File: src/hw/rtl/rcpcs_pkg.sv
package rcpcs_pkg;

  // Field and datapath widths
  localparam int unsigned KindW   = 3;
  localparam int unsigned ChW     = 2;
  localparam int unsigned WidthW  = 16;
  localparam int unsigned NumCh   = 4;
  localparam int unsigned CfgIdxW = 3;
  localparam int unsigned CfgW    = 16;
  localparam int unsigned AxisW   = 8;
  localparam int unsigned SumW    = 32;
  localparam int unsigned CntW    = 16;
  localparam int unsigned ValW    = WidthW + 1;   // centered value, signed
  localparam int unsigned ProdW   = 2 * ValW;     // signed product
  localparam int unsigned MagW    = 32;           // product magnitude / divider dividend
  localparam int unsigned PcW     = 5;

  // Reset values
  localparam logic [WidthW-1:0] MinReset     = 16'd2000;
  localparam logic [CfgW-1:0]   SpanLoReset  = 16'd400;
  localparam logic [CfgW-1:0]   SpanHiReset  = 16'd1100;
  localparam logic [CfgW-1:0]   ThrNumReset  = 16'd255;
  localparam logic [CfgW-1:0]   ThrDenReset  = 16'd1000;
  localparam logic [AxisW-1:0]  RollNumReset = 8'd60;
  localparam logic [AxisW-1:0]  PitchNumReset = 8'd40;
  localparam logic [AxisW-1:0]  YawNumReset  = 8'd30;
  localparam logic [CfgW-1:0]   AxisDenReset = 16'd400;

  typedef enum logic [KindW-1:0] {
    KIND_PULSE       = 3'd0,
    KIND_BOUND_START = 3'd1,
    KIND_BOUND_STOP  = 3'd2,
    KIND_AVG_START   = 3'd3,
    KIND_AVG_STOP    = 3'd4
  } kind_e;

  typedef enum logic [CfgIdxW-1:0] {
    CFG_SPAN_LO   = 3'd0,
    CFG_SPAN_HI   = 3'd1,
    CFG_THR_NUM   = 3'd2,
    CFG_THR_DEN   = 3'd3,
    CFG_ROLL_NUM  = 3'd4,
    CFG_PITCH_NUM = 3'd5,
    CFG_YAW_NUM   = 3'd6,
    CFG_AXIS_DEN  = 3'd7
  } cfg_e;

  typedef enum logic [ChW-1:0] {
    CH_THROTTLE = 2'd0,
    CH_ROLL     = 2'd1,
    CH_PITCH    = 2'd2,
    CH_YAW      = 2'd3
  } chan_e;

  // Datapath micro-operations
  typedef enum logic [4:0] {
    UOP_NOP,
    UOP_LOAD,
    UOP_BOUND,
    UOP_AVG,
    UOP_CLAMP,
    UOP_MUL,
    UOP_DIV_SCALE,
    UOP_SCALE,
    UOP_EMIT_REF,
    UOP_BSET,
    UOP_SPAN_INIT,
    UOP_SPAN,
    UOP_EMIT_VERDICT,
    UOP_ASET,
    UOP_ASTOP,
    UOP_DIV_CENTER,
    UOP_CENTER_STORE
  } uop_e;

  // Sequencer branch conditions
  typedef enum logic [2:0] {
    COND_NEXT,
    COND_GOTO,
    COND_WAIT_IN,
    COND_DISPATCH,
    COND_WAIT_DIV,
    COND_WAIT_OUT,
    COND_LOOP
  } cond_e;

  typedef struct packed {
    uop_e           op;
    cond_e          cond;
    logic [PcW-1:0] target;
  } ctrl_t;

  // Program addresses
  localparam logic [PcW-1:0] PC_FETCH   = 5'd0;
  localparam logic [PcW-1:0] PC_DECODE  = 5'd1;
  localparam logic [PcW-1:0] PC_BOUND   = 5'd2;
  localparam logic [PcW-1:0] PC_AVG     = 5'd3;
  localparam logic [PcW-1:0] PC_CLAMP   = 5'd4;
  localparam logic [PcW-1:0] PC_MUL     = 5'd5;
  localparam logic [PcW-1:0] PC_DIVS    = 5'd6;
  localparam logic [PcW-1:0] PC_DIVW    = 5'd7;
  localparam logic [PcW-1:0] PC_SCALE   = 5'd8;
  localparam logic [PcW-1:0] PC_EMITR   = 5'd9;
  localparam logic [PcW-1:0] PC_BSET    = 5'd10;
  localparam logic [PcW-1:0] PC_SPAN0   = 5'd11;
  localparam logic [PcW-1:0] PC_SPAN    = 5'd12;
  localparam logic [PcW-1:0] PC_EMITV   = 5'd13;
  localparam logic [PcW-1:0] PC_ASET    = 5'd14;
  localparam logic [PcW-1:0] PC_ASTOP   = 5'd15;
  localparam logic [PcW-1:0] PC_CDIVS   = 5'd16;
  localparam logic [PcW-1:0] PC_CDIVW   = 5'd17;
  localparam logic [PcW-1:0] PC_CSTORE  = 5'd18;
  localparam logic [PcW-1:0] PC_CDONE   = 5'd19;

  // Control store
  function automatic ctrl_t ucode(logic [PcW-1:0] pc);
    ctrl_t cw;
    cw = '{op: UOP_NOP, cond: COND_GOTO, target: PC_FETCH};
    case (pc)
      PC_FETCH:  cw = '{op: UOP_LOAD,         cond: COND_WAIT_IN,  target: PC_DECODE};
      PC_DECODE: cw = '{op: UOP_NOP,          cond: COND_DISPATCH, target: PC_FETCH};
      PC_BOUND:  cw = '{op: UOP_BOUND,        cond: COND_GOTO,     target: PC_FETCH};
      PC_AVG:    cw = '{op: UOP_AVG,          cond: COND_GOTO,     target: PC_FETCH};
      PC_CLAMP:  cw = '{op: UOP_CLAMP,        cond: COND_NEXT,     target: PC_FETCH};
      PC_MUL:    cw = '{op: UOP_MUL,          cond: COND_NEXT,     target: PC_FETCH};
      PC_DIVS:   cw = '{op: UOP_DIV_SCALE,    cond: COND_NEXT,     target: PC_FETCH};
      PC_DIVW:   cw = '{op: UOP_NOP,          cond: COND_WAIT_DIV, target: PC_FETCH};
      PC_SCALE:  cw = '{op: UOP_SCALE,        cond: COND_NEXT,     target: PC_FETCH};
      PC_EMITR:  cw = '{op: UOP_EMIT_REF,     cond: COND_WAIT_OUT, target: PC_FETCH};
      PC_BSET:   cw = '{op: UOP_BSET,         cond: COND_GOTO,     target: PC_FETCH};
      PC_SPAN0:  cw = '{op: UOP_SPAN_INIT,    cond: COND_NEXT,     target: PC_FETCH};
      PC_SPAN:   cw = '{op: UOP_SPAN,         cond: COND_LOOP,     target: PC_SPAN};
      PC_EMITV:  cw = '{op: UOP_EMIT_VERDICT, cond: COND_WAIT_OUT, target: PC_FETCH};
      PC_ASET:   cw = '{op: UOP_ASET,         cond: COND_GOTO,     target: PC_FETCH};
      PC_ASTOP:  cw = '{op: UOP_ASTOP,        cond: COND_NEXT,     target: PC_FETCH};
      PC_CDIVS:  cw = '{op: UOP_DIV_CENTER,   cond: COND_NEXT,     target: PC_FETCH};
      PC_CDIVW:  cw = '{op: UOP_NOP,          cond: COND_WAIT_DIV, target: PC_FETCH};
      PC_CSTORE: cw = '{op: UOP_CENTER_STORE, cond: COND_LOOP,     target: PC_CDIVS};
      PC_CDONE:  cw = '{op: UOP_NOP,          cond: COND_GOTO,     target: PC_FETCH};
      default:   cw = '{op: UOP_NOP,          cond: COND_GOTO,     target: PC_FETCH};
    endcase
    return cw;
  endfunction

endpackage

File: src/hw/rtl/rcpcs_div.sv
module rcpcs_div #(
  parameter int unsigned DividendW = rcpcs_pkg::MagW,
  parameter int unsigned DivisorW  = rcpcs_pkg::WidthW
) (
  input  logic                 clk_i,
  input  logic                 rst_ni,
  input  logic                 start_i,
  input  logic [DividendW-1:0] dividend_i,
  input  logic [DivisorW-1:0]  divisor_i,
  output logic                 busy_o,
  output logic [DividendW-1:0] quotient_o
);

  localparam int unsigned StepW = $clog2(DividendW);

  logic [DividendW-1:0] quo_q, quo_d;
  logic [DivisorW-1:0]  rem_q, rem_d;
  logic [DivisorW-1:0]  den_q, den_d;
  logic [StepW-1:0]     cnt_q, cnt_d;
  logic                 busy_q, busy_d;

  logic [DivisorW:0] rem_sh;
  logic [DivisorW:0] diff;
  logic              fits;

  // Restoring division, one quotient bit per cycle
  assign rem_sh = {rem_q, quo_q[DividendW-1]};
  assign diff   = rem_sh - {1'b0, den_q};
  assign fits   = ~diff[DivisorW];

  always_comb begin
    quo_d  = quo_q;
    rem_d  = rem_q;
    den_d  = den_q;
    cnt_d  = cnt_q;
    busy_d = busy_q;
    if (start_i) begin
      quo_d  = dividend_i;
      rem_d  = '0;
      den_d  = divisor_i;
      cnt_d  = StepW'(DividendW - 1);
      busy_d = 1'b1;
    end else if (busy_q) begin
      quo_d = {quo_q[DividendW-2:0], fits};
      rem_d = fits ? diff[DivisorW-1:0] : rem_sh[DivisorW-1:0];
      cnt_d = cnt_q - StepW'(1);
      if (cnt_q == '0) begin
        busy_d = 1'b0;
      end
    end
  end

  always_ff @(posedge clk_i or negedge rst_ni) begin
    if (!rst_ni) begin
      busy_q <= 1'b0;
      cnt_q  <= '0;
    end else begin
      busy_q <= busy_d;
      cnt_q  <= cnt_d;
    end
  end

  always_ff @(posedge clk_i) begin
    quo_q <= quo_d;
    rem_q <= rem_d;
    den_q <= den_d;
  end

  assign busy_o     = busy_q;
  assign quotient_o = quo_q;

endmodule

File: src/hw/rtl/rc_pulse_calibrate_and_scale.sv
// Channel  | Signals                                        | Moves
// ---------+------------------------------------------------+--------------------------------
// in       | in_valid_i / in_ready_o, kind_i, channel_i,    | one pulse width or calibration
//          | width_i                                        | command per transaction
// out      | out_valid_o / out_ready_i, result_kind_o,      | one scaled reference or one
//          | out_channel_o, reference_o, bounds_ok_o        | bounds verdict per transaction
// cfg      | cfg_we_i, cfg_idx_i, cfg_wdata_i               | register write, no wait
//
// A microcoded sequencer steps through a small control store; one command at a time.
// A normal pulse spends most of its time from acceptance to result in the bit-serial
// divider. Stop averaging runs one division per axis (roll, pitch, yaw), and stop
// bounds checks the span of every channel.
// Reset loads all calibration state at once; there is no clearing pass.
// A result waiting in the output register stalls the sequencer only at its emit step.
module rc_pulse_calibrate_and_scale (
  input  logic                                clk_i,
  input  logic                                rst_ni,
  // input transactions
  input  logic                                in_valid_i,
  output logic                                in_ready_o,
  input  logic [rcpcs_pkg::KindW-1:0]         kind_i,
  input  logic [rcpcs_pkg::ChW-1:0]           channel_i,
  input  logic [rcpcs_pkg::WidthW-1:0]        width_i,
  // output transactions
  output logic                                out_valid_o,
  input  logic                                out_ready_i,
  output logic                                result_kind_o,
  output logic [rcpcs_pkg::ChW-1:0]           out_channel_o,
  output logic signed [rcpcs_pkg::WidthW-1:0] reference_o,
  output logic                                bounds_ok_o,
  // configuration writes
  input  logic                                cfg_we_i,
  input  logic [rcpcs_pkg::CfgIdxW-1:0]       cfg_idx_i,
  input  logic [rcpcs_pkg::CfgW-1:0]          cfg_wdata_i
);

  localparam int unsigned PcW    = rcpcs_pkg::PcW;
  localparam int unsigned ChW    = rcpcs_pkg::ChW;
  localparam int unsigned WidthW = rcpcs_pkg::WidthW;
  localparam int unsigned NumCh  = rcpcs_pkg::NumCh;
  localparam int unsigned ValW   = rcpcs_pkg::ValW;
  localparam int unsigned ProdW  = rcpcs_pkg::ProdW;
  localparam int unsigned MagW   = rcpcs_pkg::MagW;
  localparam int unsigned SumW   = rcpcs_pkg::SumW;
  localparam int unsigned CntW   = rcpcs_pkg::CntW;
  localparam int unsigned CfgW   = rcpcs_pkg::CfgW;
  localparam int unsigned AxisW  = rcpcs_pkg::AxisW;
  localparam int unsigned KindW  = rcpcs_pkg::KindW;

  // Sequencer
  logic [PcW-1:0]   pc_q, pc_d, pc_inc, dispatch_pc;
  rcpcs_pkg::ctrl_t cw;

  // Command latch and datapath registers
  logic [KindW-1:0]        kind_q, kind_d;
  logic [WidthW-1:0]       w_q, w_d;
  logic [ChW-1:0]          idx_q, idx_d;
  logic signed [ValW-1:0]  acc_q, acc_d;
  logic signed [ProdW-1:0] prod_q, prod_d;
  logic                    neg_q, neg_d;
  logic [WidthW-1:0]       ref_q, ref_d;
  logic                    ok_q, ok_d;
  logic                    bmode_q, bmode_d;
  logic                    amode_q, amode_d;

  // Calibration state
  logic [WidthW-1:0] max_q [NumCh];
  logic [WidthW-1:0] max_d [NumCh];
  logic [WidthW-1:0] min_q [NumCh];
  logic [WidthW-1:0] min_d [NumCh];
  logic [SumW-1:0]   sum_q [NumCh];
  logic [SumW-1:0]   sum_d [NumCh];
  logic [CntW-1:0]   cnt_q [NumCh];
  logic [CntW-1:0]   cnt_d [NumCh];
  logic [WidthW-1:0] ctr_q [NumCh];
  logic [WidthW-1:0] ctr_d [NumCh];
  logic [WidthW-1:0] last_q [NumCh];
  logic [WidthW-1:0] last_d [NumCh];

  // Configuration registers
  logic [CfgW-1:0]  span_lo_q, span_lo_d;
  logic [CfgW-1:0]  span_hi_q, span_hi_d;
  logic [CfgW-1:0]  thr_num_q, thr_num_d;
  logic [CfgW-1:0]  thr_den_q, thr_den_d;
  logic [AxisW-1:0] roll_num_q, roll_num_d;
  logic [AxisW-1:0] pitch_num_q, pitch_num_d;
  logic [AxisW-1:0] yaw_num_q, yaw_num_d;
  logic [CfgW-1:0]  axis_den_q, axis_den_d;

  // Output register
  logic              out_valid_q, out_valid_d;
  logic              res_kind_q, res_kind_d;
  logic [ChW-1:0]    out_ch_q, out_ch_d;
  logic [WidthW-1:0] out_ref_q, out_ref_d;
  logic              out_ok_q, out_ok_d;

  // Datapath combinational values
  logic [WidthW-1:0]       cur_max, cur_min, cur_ctr, cur_last;
  logic [SumW-1:0]         cur_sum;
  logic [CntW-1:0]         cur_cnt;
  logic                    is_thr;
  logic                    repeat_hit;
  logic [WidthW-1:0]       clamped, base;
  logic signed [ValW-1:0]  centered;
  logic [CfgW-1:0]         num_sel, den_sel, den_nz;
  logic signed [ProdW-1:0] prod_full, prod_neg;
  logic [MagW-1:0]         prod_mag;
  logic [WidthW-1:0]       acc_sat;
  logic signed [ValW-1:0]  span;
  logic                    span_bad;
  logic [WidthW-1:0]       q_neg;
  logic [WidthW-1:0]       scaled;
  logic                    in_fire, out_free;

  // Divider
  logic                div_start, div_busy;
  logic [MagW-1:0]     div_dividend, div_q;
  logic [WidthW-1:0]   div_divisor;

  assign cw = rcpcs_pkg::ucode(pc_q);

  assign in_ready_o = (cw.op == rcpcs_pkg::UOP_LOAD);
  assign in_fire    = in_valid_i && in_ready_o;
  assign out_free   = !out_valid_q || out_ready_i;

  // All state arrays are addressed through the single channel pointer
  assign cur_max  = max_q[idx_q];
  assign cur_min  = min_q[idx_q];
  assign cur_ctr  = ctr_q[idx_q];
  assign cur_last = last_q[idx_q];
  assign cur_sum  = sum_q[idx_q];
  assign cur_cnt  = cnt_q[idx_q];
  assign is_thr   = (idx_q == rcpcs_pkg::CH_THROTTLE);

  // A width equal to the channel's stored last value is dropped, unless it is negative
  assign repeat_hit = (w_q == cur_last) && !cur_last[WidthW-1];

  // Clamp tests max first: in an inverted window only widths at or above max land on max
  assign clamped = (w_q >= cur_max) ? cur_max : ((w_q <= cur_min) ? cur_min : w_q);
  assign base    = is_thr ? cur_min : cur_ctr;
  assign centered = signed'({1'b0, clamped}) - signed'({1'b0, base});

  always_comb begin
    case (idx_q)
      rcpcs_pkg::CH_THROTTLE: num_sel = thr_num_q;
      rcpcs_pkg::CH_ROLL:     num_sel = {{(CfgW-AxisW){1'b0}}, roll_num_q};
      rcpcs_pkg::CH_PITCH:    num_sel = {{(CfgW-AxisW){1'b0}}, pitch_num_q};
      rcpcs_pkg::CH_YAW:      num_sel = {{(CfgW-AxisW){1'b0}}, yaw_num_q};
      default:                num_sel = '0;
    endcase
  end

  assign den_sel   = is_thr ? thr_den_q : axis_den_q;
  assign den_nz    = (den_sel == '0) ? CfgW'(1) : den_sel;
  assign prod_full = acc_q * signed'({1'b0, num_sel});
  assign prod_neg  = -prod_q;
  assign prod_mag  = prod_q[ProdW-1] ? prod_neg[MagW-1:0] : prod_q[MagW-1:0];

  // Saturate the centered value to 16 bits signed
  assign acc_sat = (acc_q[ValW-1] != acc_q[ValW-2]) ?
                   (acc_q[ValW-1] ? {1'b1, {(WidthW-1){1'b0}}} : {1'b0, {(WidthW-1){1'b1}}}) :
                   acc_q[WidthW-1:0];

  assign span     = signed'({1'b0, cur_max}) - signed'({1'b0, cur_min});
  assign span_bad = (span < signed'({1'b0, span_lo_q})) || (span > signed'({1'b0, span_hi_q}));

  // Sign and saturate the quotient magnitude
  assign q_neg = -div_q[WidthW-1:0];
  always_comb begin
    if (is_thr) begin
      if (neg_q) begin
        scaled = '0;
      end else if (div_q > MagW'(255)) begin
        scaled = WidthW'(255);
      end else begin
        scaled = {{(WidthW-8){1'b0}}, div_q[7:0]};
      end
    end else if (neg_q) begin
      scaled = (div_q > MagW'(32768)) ? {1'b1, {(WidthW-1){1'b0}}} : q_neg;
    end else begin
      scaled = (div_q > MagW'(32767)) ? {1'b0, {(WidthW-1){1'b1}}} : div_q[WidthW-1:0];
    end
  end

  // Divider operand select
  assign div_start    = (cw.op == rcpcs_pkg::UOP_DIV_SCALE) ||
                        (cw.op == rcpcs_pkg::UOP_DIV_CENTER);
  assign div_dividend = (cw.op == rcpcs_pkg::UOP_DIV_CENTER) ? cur_sum : prod_mag;
  assign div_divisor  = (cw.op == rcpcs_pkg::UOP_DIV_CENTER) ?
                        ((cur_cnt == '0) ? WidthW'(1) : cur_cnt) : den_nz;

  rcpcs_div #(
    .DividendW(MagW),
    .DivisorW (WidthW)
  ) u_div (
    .clk_i     (clk_i),
    .rst_ni    (rst_ni),
    .start_i   (div_start),
    .dividend_i(div_dividend),
    .divisor_i (div_divisor),
    .busy_o    (div_busy),
    .quotient_o(div_q)
  );

  // Decode: pick the routine for the latched command
  always_comb begin
    case (kind_q)
      rcpcs_pkg::KIND_PULSE: begin
        if (repeat_hit) begin
          dispatch_pc = rcpcs_pkg::PC_FETCH;
        end else if (bmode_q) begin
          dispatch_pc = rcpcs_pkg::PC_BOUND;
        end else if (amode_q && !is_thr) begin
          dispatch_pc = rcpcs_pkg::PC_AVG;
        end else begin
          dispatch_pc = rcpcs_pkg::PC_CLAMP;
        end
      end
      rcpcs_pkg::KIND_BOUND_START: dispatch_pc = rcpcs_pkg::PC_BSET;
      rcpcs_pkg::KIND_BOUND_STOP:  dispatch_pc = rcpcs_pkg::PC_SPAN0;
      rcpcs_pkg::KIND_AVG_START:   dispatch_pc = rcpcs_pkg::PC_ASET;
      rcpcs_pkg::KIND_AVG_STOP:    dispatch_pc = rcpcs_pkg::PC_ASTOP;
      default:                     dispatch_pc = rcpcs_pkg::PC_FETCH;
    endcase
  end

  // Step counter with conditional jumps
  assign pc_inc = pc_q + PcW'(1);
  always_comb begin
    case (cw.cond)
      rcpcs_pkg::COND_NEXT:     pc_d = pc_inc;
      rcpcs_pkg::COND_GOTO:     pc_d = cw.target;
      rcpcs_pkg::COND_WAIT_IN:  pc_d = in_valid_i ? cw.target : pc_q;
      rcpcs_pkg::COND_DISPATCH: pc_d = dispatch_pc;
      rcpcs_pkg::COND_WAIT_DIV: pc_d = div_busy ? pc_q : pc_inc;
      rcpcs_pkg::COND_WAIT_OUT: pc_d = out_free ? cw.target : pc_q;
      rcpcs_pkg::COND_LOOP:     pc_d = (idx_q != {ChW{1'b1}}) ? cw.target : pc_inc;
      default:                  pc_d = rcpcs_pkg::PC_FETCH;
    endcase
  end

  // Datapath actions of each control word
  always_comb begin
    kind_d  = kind_q;
    w_d     = w_q;
    idx_d   = idx_q;
    acc_d   = acc_q;
    prod_d  = prod_q;
    neg_d   = neg_q;
    ref_d   = ref_q;
    ok_d    = ok_q;
    bmode_d = bmode_q;
    amode_d = amode_q;
    max_d   = max_q;
    min_d   = min_q;
    sum_d   = sum_q;
    cnt_d   = cnt_q;
    ctr_d   = ctr_q;
    last_d  = last_q;

    // drop the held result once the transaction completes
    out_valid_d = out_valid_q && !out_ready_i;
    res_kind_d  = res_kind_q;
    out_ch_d    = out_ch_q;
    out_ref_d   = out_ref_q;
    out_ok_d    = out_ok_q;

    case (cw.op)
      rcpcs_pkg::UOP_LOAD: begin
        if (in_fire) begin
          kind_d = kind_i;
          w_d    = width_i;
          idx_d  = channel_i;
        end
      end
      rcpcs_pkg::UOP_BOUND: begin
        if (w_q > cur_max) begin
          max_d[idx_q] = w_q;
        end
        if (w_q < cur_min) begin
          min_d[idx_q] = w_q;
        end
      end
      rcpcs_pkg::UOP_AVG: begin
        if (cur_cnt != {CntW{1'b1}}) begin
          sum_d[idx_q] = cur_sum + {{(SumW-WidthW){1'b0}}, w_q};
          cnt_d[idx_q] = cur_cnt + CntW'(1);
        end
      end
      rcpcs_pkg::UOP_CLAMP: begin
        acc_d = centered;
      end
      rcpcs_pkg::UOP_MUL: begin
        prod_d = prod_full;
        // throttle remembers its centered value before scaling
        if (is_thr) begin
          last_d[idx_q] = acc_sat;
        end
      end
      rcpcs_pkg::UOP_DIV_SCALE: begin
        neg_d = prod_q[ProdW-1];
      end
      rcpcs_pkg::UOP_SCALE: begin
        ref_d = scaled;
        if (!is_thr) begin
          last_d[idx_q] = scaled;
        end
      end
      rcpcs_pkg::UOP_EMIT_REF: begin
        if (out_free) begin
          out_valid_d = 1'b1;
          res_kind_d  = 1'b0;
          out_ch_d    = idx_q;
          out_ref_d   = ref_q;
          out_ok_d    = 1'b0;
        end
      end
      rcpcs_pkg::UOP_BSET: begin
        bmode_d = 1'b1;
      end
      rcpcs_pkg::UOP_SPAN_INIT: begin
        idx_d = rcpcs_pkg::CH_THROTTLE;
        ok_d  = 1'b1;
      end
      rcpcs_pkg::UOP_SPAN: begin
        ok_d  = ok_q && !span_bad;
        idx_d = idx_q + ChW'(1);
      end
      rcpcs_pkg::UOP_EMIT_VERDICT: begin
        if (out_free) begin
          out_valid_d = 1'b1;
          res_kind_d  = 1'b1;
          out_ch_d    = rcpcs_pkg::CH_THROTTLE;
          out_ref_d   = '0;
          out_ok_d    = ok_q;
          // leave boundary mode only on pass
          if (ok_q) begin
            bmode_d = 1'b0;
          end
        end
      end
      rcpcs_pkg::UOP_ASET: begin
        amode_d = 1'b1;
      end
      rcpcs_pkg::UOP_ASTOP: begin
        amode_d = 1'b0;
        idx_d   = rcpcs_pkg::CH_ROLL;
      end
      rcpcs_pkg::UOP_CENTER_STORE: begin
        // a channel with no samples keeps its old center
        if (cur_cnt != '0) begin
          ctr_d[idx_q] = div_q[WidthW-1:0];
        end
        idx_d = idx_q + ChW'(1);
      end
      default: begin
      end
    endcase
  end

  // Configuration writes
  always_comb begin
    span_lo_d   = span_lo_q;
    span_hi_d   = span_hi_q;
    thr_num_d   = thr_num_q;
    thr_den_d   = thr_den_q;
    roll_num_d  = roll_num_q;
    pitch_num_d = pitch_num_q;
    yaw_num_d   = yaw_num_q;
    axis_den_d  = axis_den_q;
    if (cfg_we_i) begin
      case (cfg_idx_i)
        rcpcs_pkg::CFG_SPAN_LO:   span_lo_d   = cfg_wdata_i;
        rcpcs_pkg::CFG_SPAN_HI:   span_hi_d   = cfg_wdata_i;
        rcpcs_pkg::CFG_THR_NUM:   thr_num_d   = cfg_wdata_i;
        rcpcs_pkg::CFG_THR_DEN:   thr_den_d   = cfg_wdata_i;
        rcpcs_pkg::CFG_ROLL_NUM:  roll_num_d  = cfg_wdata_i[AxisW-1:0];
        rcpcs_pkg::CFG_PITCH_NUM: pitch_num_d = cfg_wdata_i[AxisW-1:0];
        rcpcs_pkg::CFG_YAW_NUM:   yaw_num_d   = cfg_wdata_i[AxisW-1:0];
        rcpcs_pkg::CFG_AXIS_DEN:  axis_den_d  = cfg_wdata_i;
        default: begin
        end
      endcase
    end
  end

  always_ff @(posedge clk_i or negedge rst_ni) begin
    if (!rst_ni) begin
      pc_q        <= rcpcs_pkg::PC_FETCH;
      idx_q       <= '0;
      ok_q        <= 1'b0;
      bmode_q     <= 1'b0;
      amode_q     <= 1'b0;
      out_valid_q <= 1'b0;
      span_lo_q   <= rcpcs_pkg::SpanLoReset;
      span_hi_q   <= rcpcs_pkg::SpanHiReset;
      thr_num_q   <= rcpcs_pkg::ThrNumReset;
      thr_den_q   <= rcpcs_pkg::ThrDenReset;
      roll_num_q  <= rcpcs_pkg::RollNumReset;
      pitch_num_q <= rcpcs_pkg::PitchNumReset;
      yaw_num_q   <= rcpcs_pkg::YawNumReset;
      axis_den_q  <= rcpcs_pkg::AxisDenReset;
      for (int i = 0; i < NumCh; i++) begin
        max_q[i]  <= '0;
        min_q[i]  <= rcpcs_pkg::MinReset;
        sum_q[i]  <= '0;
        cnt_q[i]  <= '0;
        ctr_q[i]  <= '0;
        last_q[i] <= '0;
      end
    end else begin
      pc_q        <= pc_d;
      idx_q       <= idx_d;
      ok_q        <= ok_d;
      bmode_q     <= bmode_d;
      amode_q     <= amode_d;
      out_valid_q <= out_valid_d;
      span_lo_q   <= span_lo_d;
      span_hi_q   <= span_hi_d;
      thr_num_q   <= thr_num_d;
      thr_den_q   <= thr_den_d;
      roll_num_q  <= roll_num_d;
      pitch_num_q <= pitch_num_d;
      yaw_num_q   <= yaw_num_d;
      axis_den_q  <= axis_den_d;
      max_q       <= max_d;
      min_q       <= min_d;
      sum_q       <= sum_d;
      cnt_q       <= cnt_d;
      ctr_q       <= ctr_d;
      last_q      <= last_d;
    end
  end

  // Payload registers
  always_ff @(posedge clk_i) begin
    kind_q     <= kind_d;
    w_q        <= w_d;
    acc_q      <= acc_d;
    prod_q     <= prod_d;
    neg_q      <= neg_d;
    ref_q      <= ref_d;
    res_kind_q <= res_kind_d;
    out_ch_q   <= out_ch_d;
    out_ref_q  <= out_ref_d;
    out_ok_q   <= out_ok_d;
  end

  assign out_valid_o   = out_valid_q;
  assign result_kind_o = res_kind_q;
  assign out_channel_o = out_ch_q;
  assign reference_o   = signed'(out_ref_q);
  assign bounds_ok_o   = out_ok_q;

endmodule

File: config.mk
export PLATFORM = sky130hd
export DESIGN_NAME = rc_pulse_calibrate_and_scale
export DESIGN_NICKNAME = d
export VERILOG_FILES = /design/src/hw/rtl/rcpcs_pkg.sv /design/src/hw/rtl/rcpcs_div.sv /design/src/hw/rtl/rc_pulse_calibrate_and_scale.sv
export SDC_FILE = /design/constraint.sdc
export NUM_CORES = 2
export LEC_CHECK = 0
export BUFFER_PORTS_ARGS = -buffer_cell sky130_fd_sc_hd__buf_2
export CAP_MARGIN = 20
export CORE_ASPECT_RATIO = 0.5
export CORE_MARGIN = 1.5
export CORE_UTILIZATION = 58
export DETAILED_ROUTE_END_ITERATION = 8
export GPL_ROUTABILITY_DRIVEN = 1
export GPL_TIMING_DRIVEN = 0
export PLACE_DENSITY = 0.77
export REMOVE_ABC_BUFFERS = 1
export SLEW_MARGIN = 0
export SYNTH_ARGS = -nofsm -noshare
export SYNTH_HDL_FRONTEND = slang
export SYNTH_SLANG_ARGS = --single-unit
File: constraint.sdc
create_clock -name clk_i -period 10 [get_ports clk_i]
set_input_delay 0 -clock clk_i [delete_from_list [all_inputs] [get_ports clk_i]]
set_output_delay 0 -clock clk_i [all_outputs]
set_load 0.01 [all_outputs]
* Word-level counts from Yosys, hierarchy flattened *
Memories as Yosys holds them, arrays and structs flattened.
Cells that the tools add are included.

cells by class
  equality and inequality tests = 49
  mux-type cells = 87
  add/subtract/negate cells = 10
  multipliers = 1
  bitwise gates (word level) = 2
  reduce and logical (&&, ||, !) cells = 49
  $lt $le $gt $ge = 11

operators by type and width
  kind                                                                               number
  16-bit 2-to-1 mux                                                                  27
  64-bit bitwise mux                                                                 6
  32-bit 2-to-1 mux                                                                  7
  16-bit binary-select mux with 2-bit select                                         5
  128-bit bitwise mux                                                                1
  64-bit 2-to-1 mux                                                                  2
  64-bit case mux with 2 select lines                                                1
  32-bit binary-select mux with 2-bit select                                         1
  32-bit demux with 2-bit select                                                     1
  16-bit case mux with 4 select lines                                                1
  5-bit by 4-bit equality test with 1-bit output, second input constant              8
  5-bit case mux with 7 select lines                                                 1
  17-bit by 17-bit multiplier with 34-bit output                                     1
  16-bit by 16-bit subtractor with 17-bit output                                     2
  32-bit by 16-bit adder with 32-bit output                                          1
  16-bit demux with 2-bit select                                                     1
  32-bit by 15-bit greater-than comparator with 1-bit output, second input constant  1
  32-bit by 16-bit greater-than comparator with 1-bit output, second input constant  1
  32-bit by 8-bit greater-than comparator with 1-bit output, second input constant   1
  16-bit logical NOT                                                                 2
  32-bit negator                                                                     1
  16-bit case mux with 2 select lines                                                1
  5-bit 2-to-1 mux                                                                   6
  2-bit AND reduction                                                                14
  49 further kinds                                                                   116

storage, ports and cells
  input port bits = 45
  register bits = 740
  memory bits (read-only) = 384
  word-level logic and storage cells = 263
  output and inout port bits = 22
  memories kept = 1

memories
  name              depth  width  rd ports  clocked after Yosys merged registers in  write ports  RTL line          RTL
  (name not given)  32     12     1         0                                        0            rcpcs_pkg.sv:119  case (pc)

* Depth between registers and ports, before layout *
  word-level depth = 10
  gate-level depth with buffers = 39

* Hierarchy *
Synthesis repeated with hierarchy kept, for this count alone.

second synthesis, totals
  cells, all modules = 4553
  area total of the unflattened synthesis = 49432.4 um^2

modules (own cells, without submodules)
  module                        cells an instance  area an instance (um^2)  seq. area each (um^2)  instances
  rc_pulse_calibrate_and_scale  4235               45675.1                  17344.1                1
  rcpcs_div                     318                3757.4                   1911.8                 1

* Worst setup path before layout *
Ideal clock, no wire load.

  kind = register to register
  start point = register idx_q[0]
  end point = register prod_q[30] (data pin)
  setup time = 0.265 ns
  buffers on the path = 12
  arrival = 9.121 ns
  setup slack = 0.613 ns
  cell stages (with the launch flop) = 38
  period minus slack after synthesis = 9.387 ns
  data required time = 9.735 ns
  path through = dfrtp_1 buf_6 buf_8 buf_6 buf_4 buf_2 buf_4 buf_4 buf_4 buf_4 inv_1 ha_1 clkbuf_1 buf_1 mux2i_1 clkbuf_1 nand2_1 inv_1 (+2 left out) fa_1 inv_1 fa_1 inv_1 fa_1 inv_1 fa_1 inv_1 fa_1 inv_1 ha_1 a21o_1 a21o_1 a21o_1 a21oi_1 o21ai_0 and4_1 or3_1

between the ends
  word-level cells in the longest chain between the ends = 3
  elaborated cells between the ends (all ways) = 6

RTL lines
  element                                           RTL line                             RTL
  start, declared                                   rc_pulse_calibrate_and_scale.sv:57   logic [ChW-1:0] idx_q, idx_d;
  start signal, assigned                            rc_pulse_calibrate_and_scale.sv:413  idx_q <= idx_d;
  2-bit equality test (tied with other cells)       rc_pulse_calibrate_and_scale.sv:144  case (idx_q)
  16-bit case mux with 4 select lines *             rc_pulse_calibrate_and_scale.sv:144
  17-bit by 17-bit multiplier with 34-bit output *  rc_pulse_calibrate_and_scale.sv:155  assign prod_full = acc_q * signed'({1'b0, num_sel});
  named net prod_full[30]                           rc_pulse_calibrate_and_scale.sv:106  logic signed [ProdW-1:0] prod_full, prod_neg;
  end signal, assigned                              rc_pulse_calibrate_and_scale.sv:440  prod_q <= prod_d;
  end, declared                                     rc_pulse_calibrate_and_scale.sv:59   logic signed [ProdW-1:0] prod_q, prod_d;

Mark *: on every way through the listed nets, which the timed path passes. The rest lies on a longest branch.
A chain may end at the register's enable or synchronous reset.

* Worst setup path in the final report *
  start point = register idx_q[1]
  end point = register prod_q[33] (data pin)

Same word-level chain as after synthesis.

==> run summary <==
clk slew on worst S/H paths - 70 ps
max cap viols - 0
WL/cell - 21.6 um
GPL Wtd Cong - 0.934
Die X-Extent - 414 um
clk_skew - 53.8 ps
worst hold-check path type - primary input to register
largest net degree at the start of global routing - 123
number of DRC markers in iteration 0 - 3331
number of buffers created by CTS - 69
drc violations - 0
Avg Cell Area, Syn - 10.4 um^2
post-synthesis compound-gate area fraction - 0.103
slowest CP cell - fa_1
IO Pins - 67
Die Y - 208 um
final setup margin - 691 ps
register area - 0.0193 mm^2
vias in the first global route - 36800
Setup Slack @ Placement - 283 ps
Critical Path End Type - register
Congestion Overflow GR - 0
DR vias - 35800
Rel. slew slack - 0.272
nets@finish - 5243
Synth Instances - 4693
EDFF count, synth - 154
top_reg_cell synth - dfrtp_1
Post-DP HPWL - 88100 um
#FFs+latches synth - 739
post-synthesis mux area share - 0.123
CTS Sinks - 739
H-tree depth - 3
Placed Instances - 5669
yosys synthesis warning count - 0
initial antenna violation count - 2
commonest cells in the synthesized netlist - 583 x nand2_1, 533 x inv_1, 511 x dfrtp_1
Hold Fails Final Rpt - 0
Synth Area in Simple Gates - 0.115
Max clock buf depth - 3
I/O Buffers - 66
setup bufs post-CTS - 0
status - completed
TritonCTS clock tree - done
Non-Filler Instances - 5854
worst slew pin tran - 1080 ps
share of Yosys cell area claimed by the top area cell type - 0.262
critical path's top delay family - adder cells
crit path kind - register to register
Starting Density - 0.585
XOR/XNOR Fraction of Synth Area - 0.0278
min cycle time layout - 9310 ps
Seq/Total Area, Yosys - 0.394
CP Buf/Inv Count - 10
largest family of logic cells by synthesized area - adder cells
post-synthesis cell area - 0.0489 mm^2
GRT Overall Usage - 0.299
f_max - 107 MHz
number of fill cells - 6159
setup violators final - 0
root buf cell - clkbuf_16
die area - 0.0862 mm^2
DRT Pass-1 Iters - 6
Core Area - 0.0836 mm^2
startpoint types - register
ant diodes - 0
adder-cell area share of the yosys netlist - 0.176
Worst EP required - 10370 ps
crit path DAT - 9680 ps
Area Growth Syn to Fin - 9.87%
ratio of cells with drive above 1 in the final layout - 0.150
Post-Route WL - 127000 um
Yosys top cell by area - dfrtp_1
ys async rst share - 0.770
Routed Antenna Nets - 0
Top cell by count, worst path - inv_1
final cycle utilization of the critical path - 0.931
worst skew pair latency - 660 ps
Via density - 6.12
Multi-input gate area - 0.0267 mm^2
Yosys cell types - 75
# rows - 75
RSZ-0062 raised after global routing - false
first-pass GRT wire length - 202000 um
Slew Viols, Final - 0
cell with the most instances after synthesis - nand2_1
Worst Path Max Fanout - 48
cells taking the most area after synthesis - dfrtp_1 26%, fa_1 12%, edfxtp_1 9.5%
crit-path max cell delay - 660 ps
[per-stage QoR]
step                      hold WS [ps]   util  instance area (um^2)   TNS, ps
after detailed placement          -110  0.605                 50500         0
after global routing              53.7  0.642                 53700         0
after CTS                         4.41  0.640                 53500         0
final                             21.2  0.642                 53700         0
after floorplan                   -296      -                 47900    -74010
after global placement             176  0.593                 49600  -2245350
[cell usage in the layout, fill, tap and decap left out, drive strengths merged, types with 62 or more instances in the layout]
master,instances
nand2,583
inv,537
dfrtp,511
o21ai,449
fa,283
mux2,280
ha,234
edfxtp,154
nor2,152
a21oi,151
and2,128
buf,115
clkbuf,101
xnor2,93
mux4,91
mux2i,79
and3,72
xor2,62
[repair_timing]
action / in CTS / in global routing
endpoints found under the setup margin: 0 / 1
gates resized for setup: 0 / 1
endpoints found under the hold margin: 377 / 1
hold buffers: 46 / 2
[cell type report]
class | count | share of cell area
well taps | 1116 | 0.0260
inverters | 534 | 0.0373
flip-flops and latches | 739 | 0.359
clock buffers | 99 | 0.0377
repair buffers | 164 | 0.0341
multi-input cells | 3173 | 0.498
clock inverters | 29 | 0.00880
[cells by family after synthesis]
kind of cell	after synthesis
adder cells (fa/ha/maj)	517
AND/OR/NAND/NOR	1192
XOR/XNOR	155
multiplexers	450
flip-flops	739
buffers and inverters	781
AO/OA/AOI/OAI	859
[per-layer routing]
metal  up-vias  track usage  routed length, um
met3       376       0.0507              10500
li1      15900            -                  -
met1     18000        0.405              50800
met5         -            0                  0
met4         0        0.112               5140
met2      1455        0.485              60200
[worst register-to-register path, delay by kind of cell, from the launching register on]
kind,cells,cell delay (ps)
AND/OR/NAND/NOR,2,360
buffers and inverters,10,1680
XOR/XNOR,1,130
AO/OA/AOI/OAI,7,1620
multiplexers,1,560
adder cells (fa/ha/maj),8,4070
flip-flops,1,630
[path summary, 6_finish.rpt]
check                      cells past startpoint                  start                        to  slack, ps
hold / removal                                 4               cfg_we_i  span_lo_q[3]$_DFFE_PN0P_         20
setup reg to reg                              29   idx_q[1]$_DFFE_PN0P_      prod_q[33]$_DFFE_PN_        690
max in group asynchronous                      6                 rst_ni     sum_q[12]$_DFFE_PN0P_       8020
min in group asynchronous                      3                 rst_ni  span_hi_q[6]$_DFFE_PN1P_        470
setup / recovery                              29   idx_q[1]$_DFFE_PN0P_      prod_q[33]$_DFFE_PN_        690
hold reg to reg                                2  cnt_q[19]$_DFFE_PN0P_     cnt_q[19]$_DFFE_PN0P_        480
[state kept, by name, indices dropped and copies added, names as in the netlist, 5 cells and up]
signal and flops:
axis_den_q 16, ctr_q 64, span_lo_q 16, w_q 16, span_hi_q 16, pitch_num_q 8
acc_q 17, u_div.cnt_q 5, sum_q 128, max_q 64, reference_o 16, thr_num_q 16
u_div.quotient_o 32, roll_num_q 8, last_q 64, prod_q 33, ref_q 16, u_div.rem_q 16
yaw_num_q 8, min_q 64, pc_q 5, u_div.den_q 16, thr_den_q 16, cnt_q 64
Power is not shown: default switching activity piles up to over one toggle a cycle in this logic, so the estimate is an artifact.
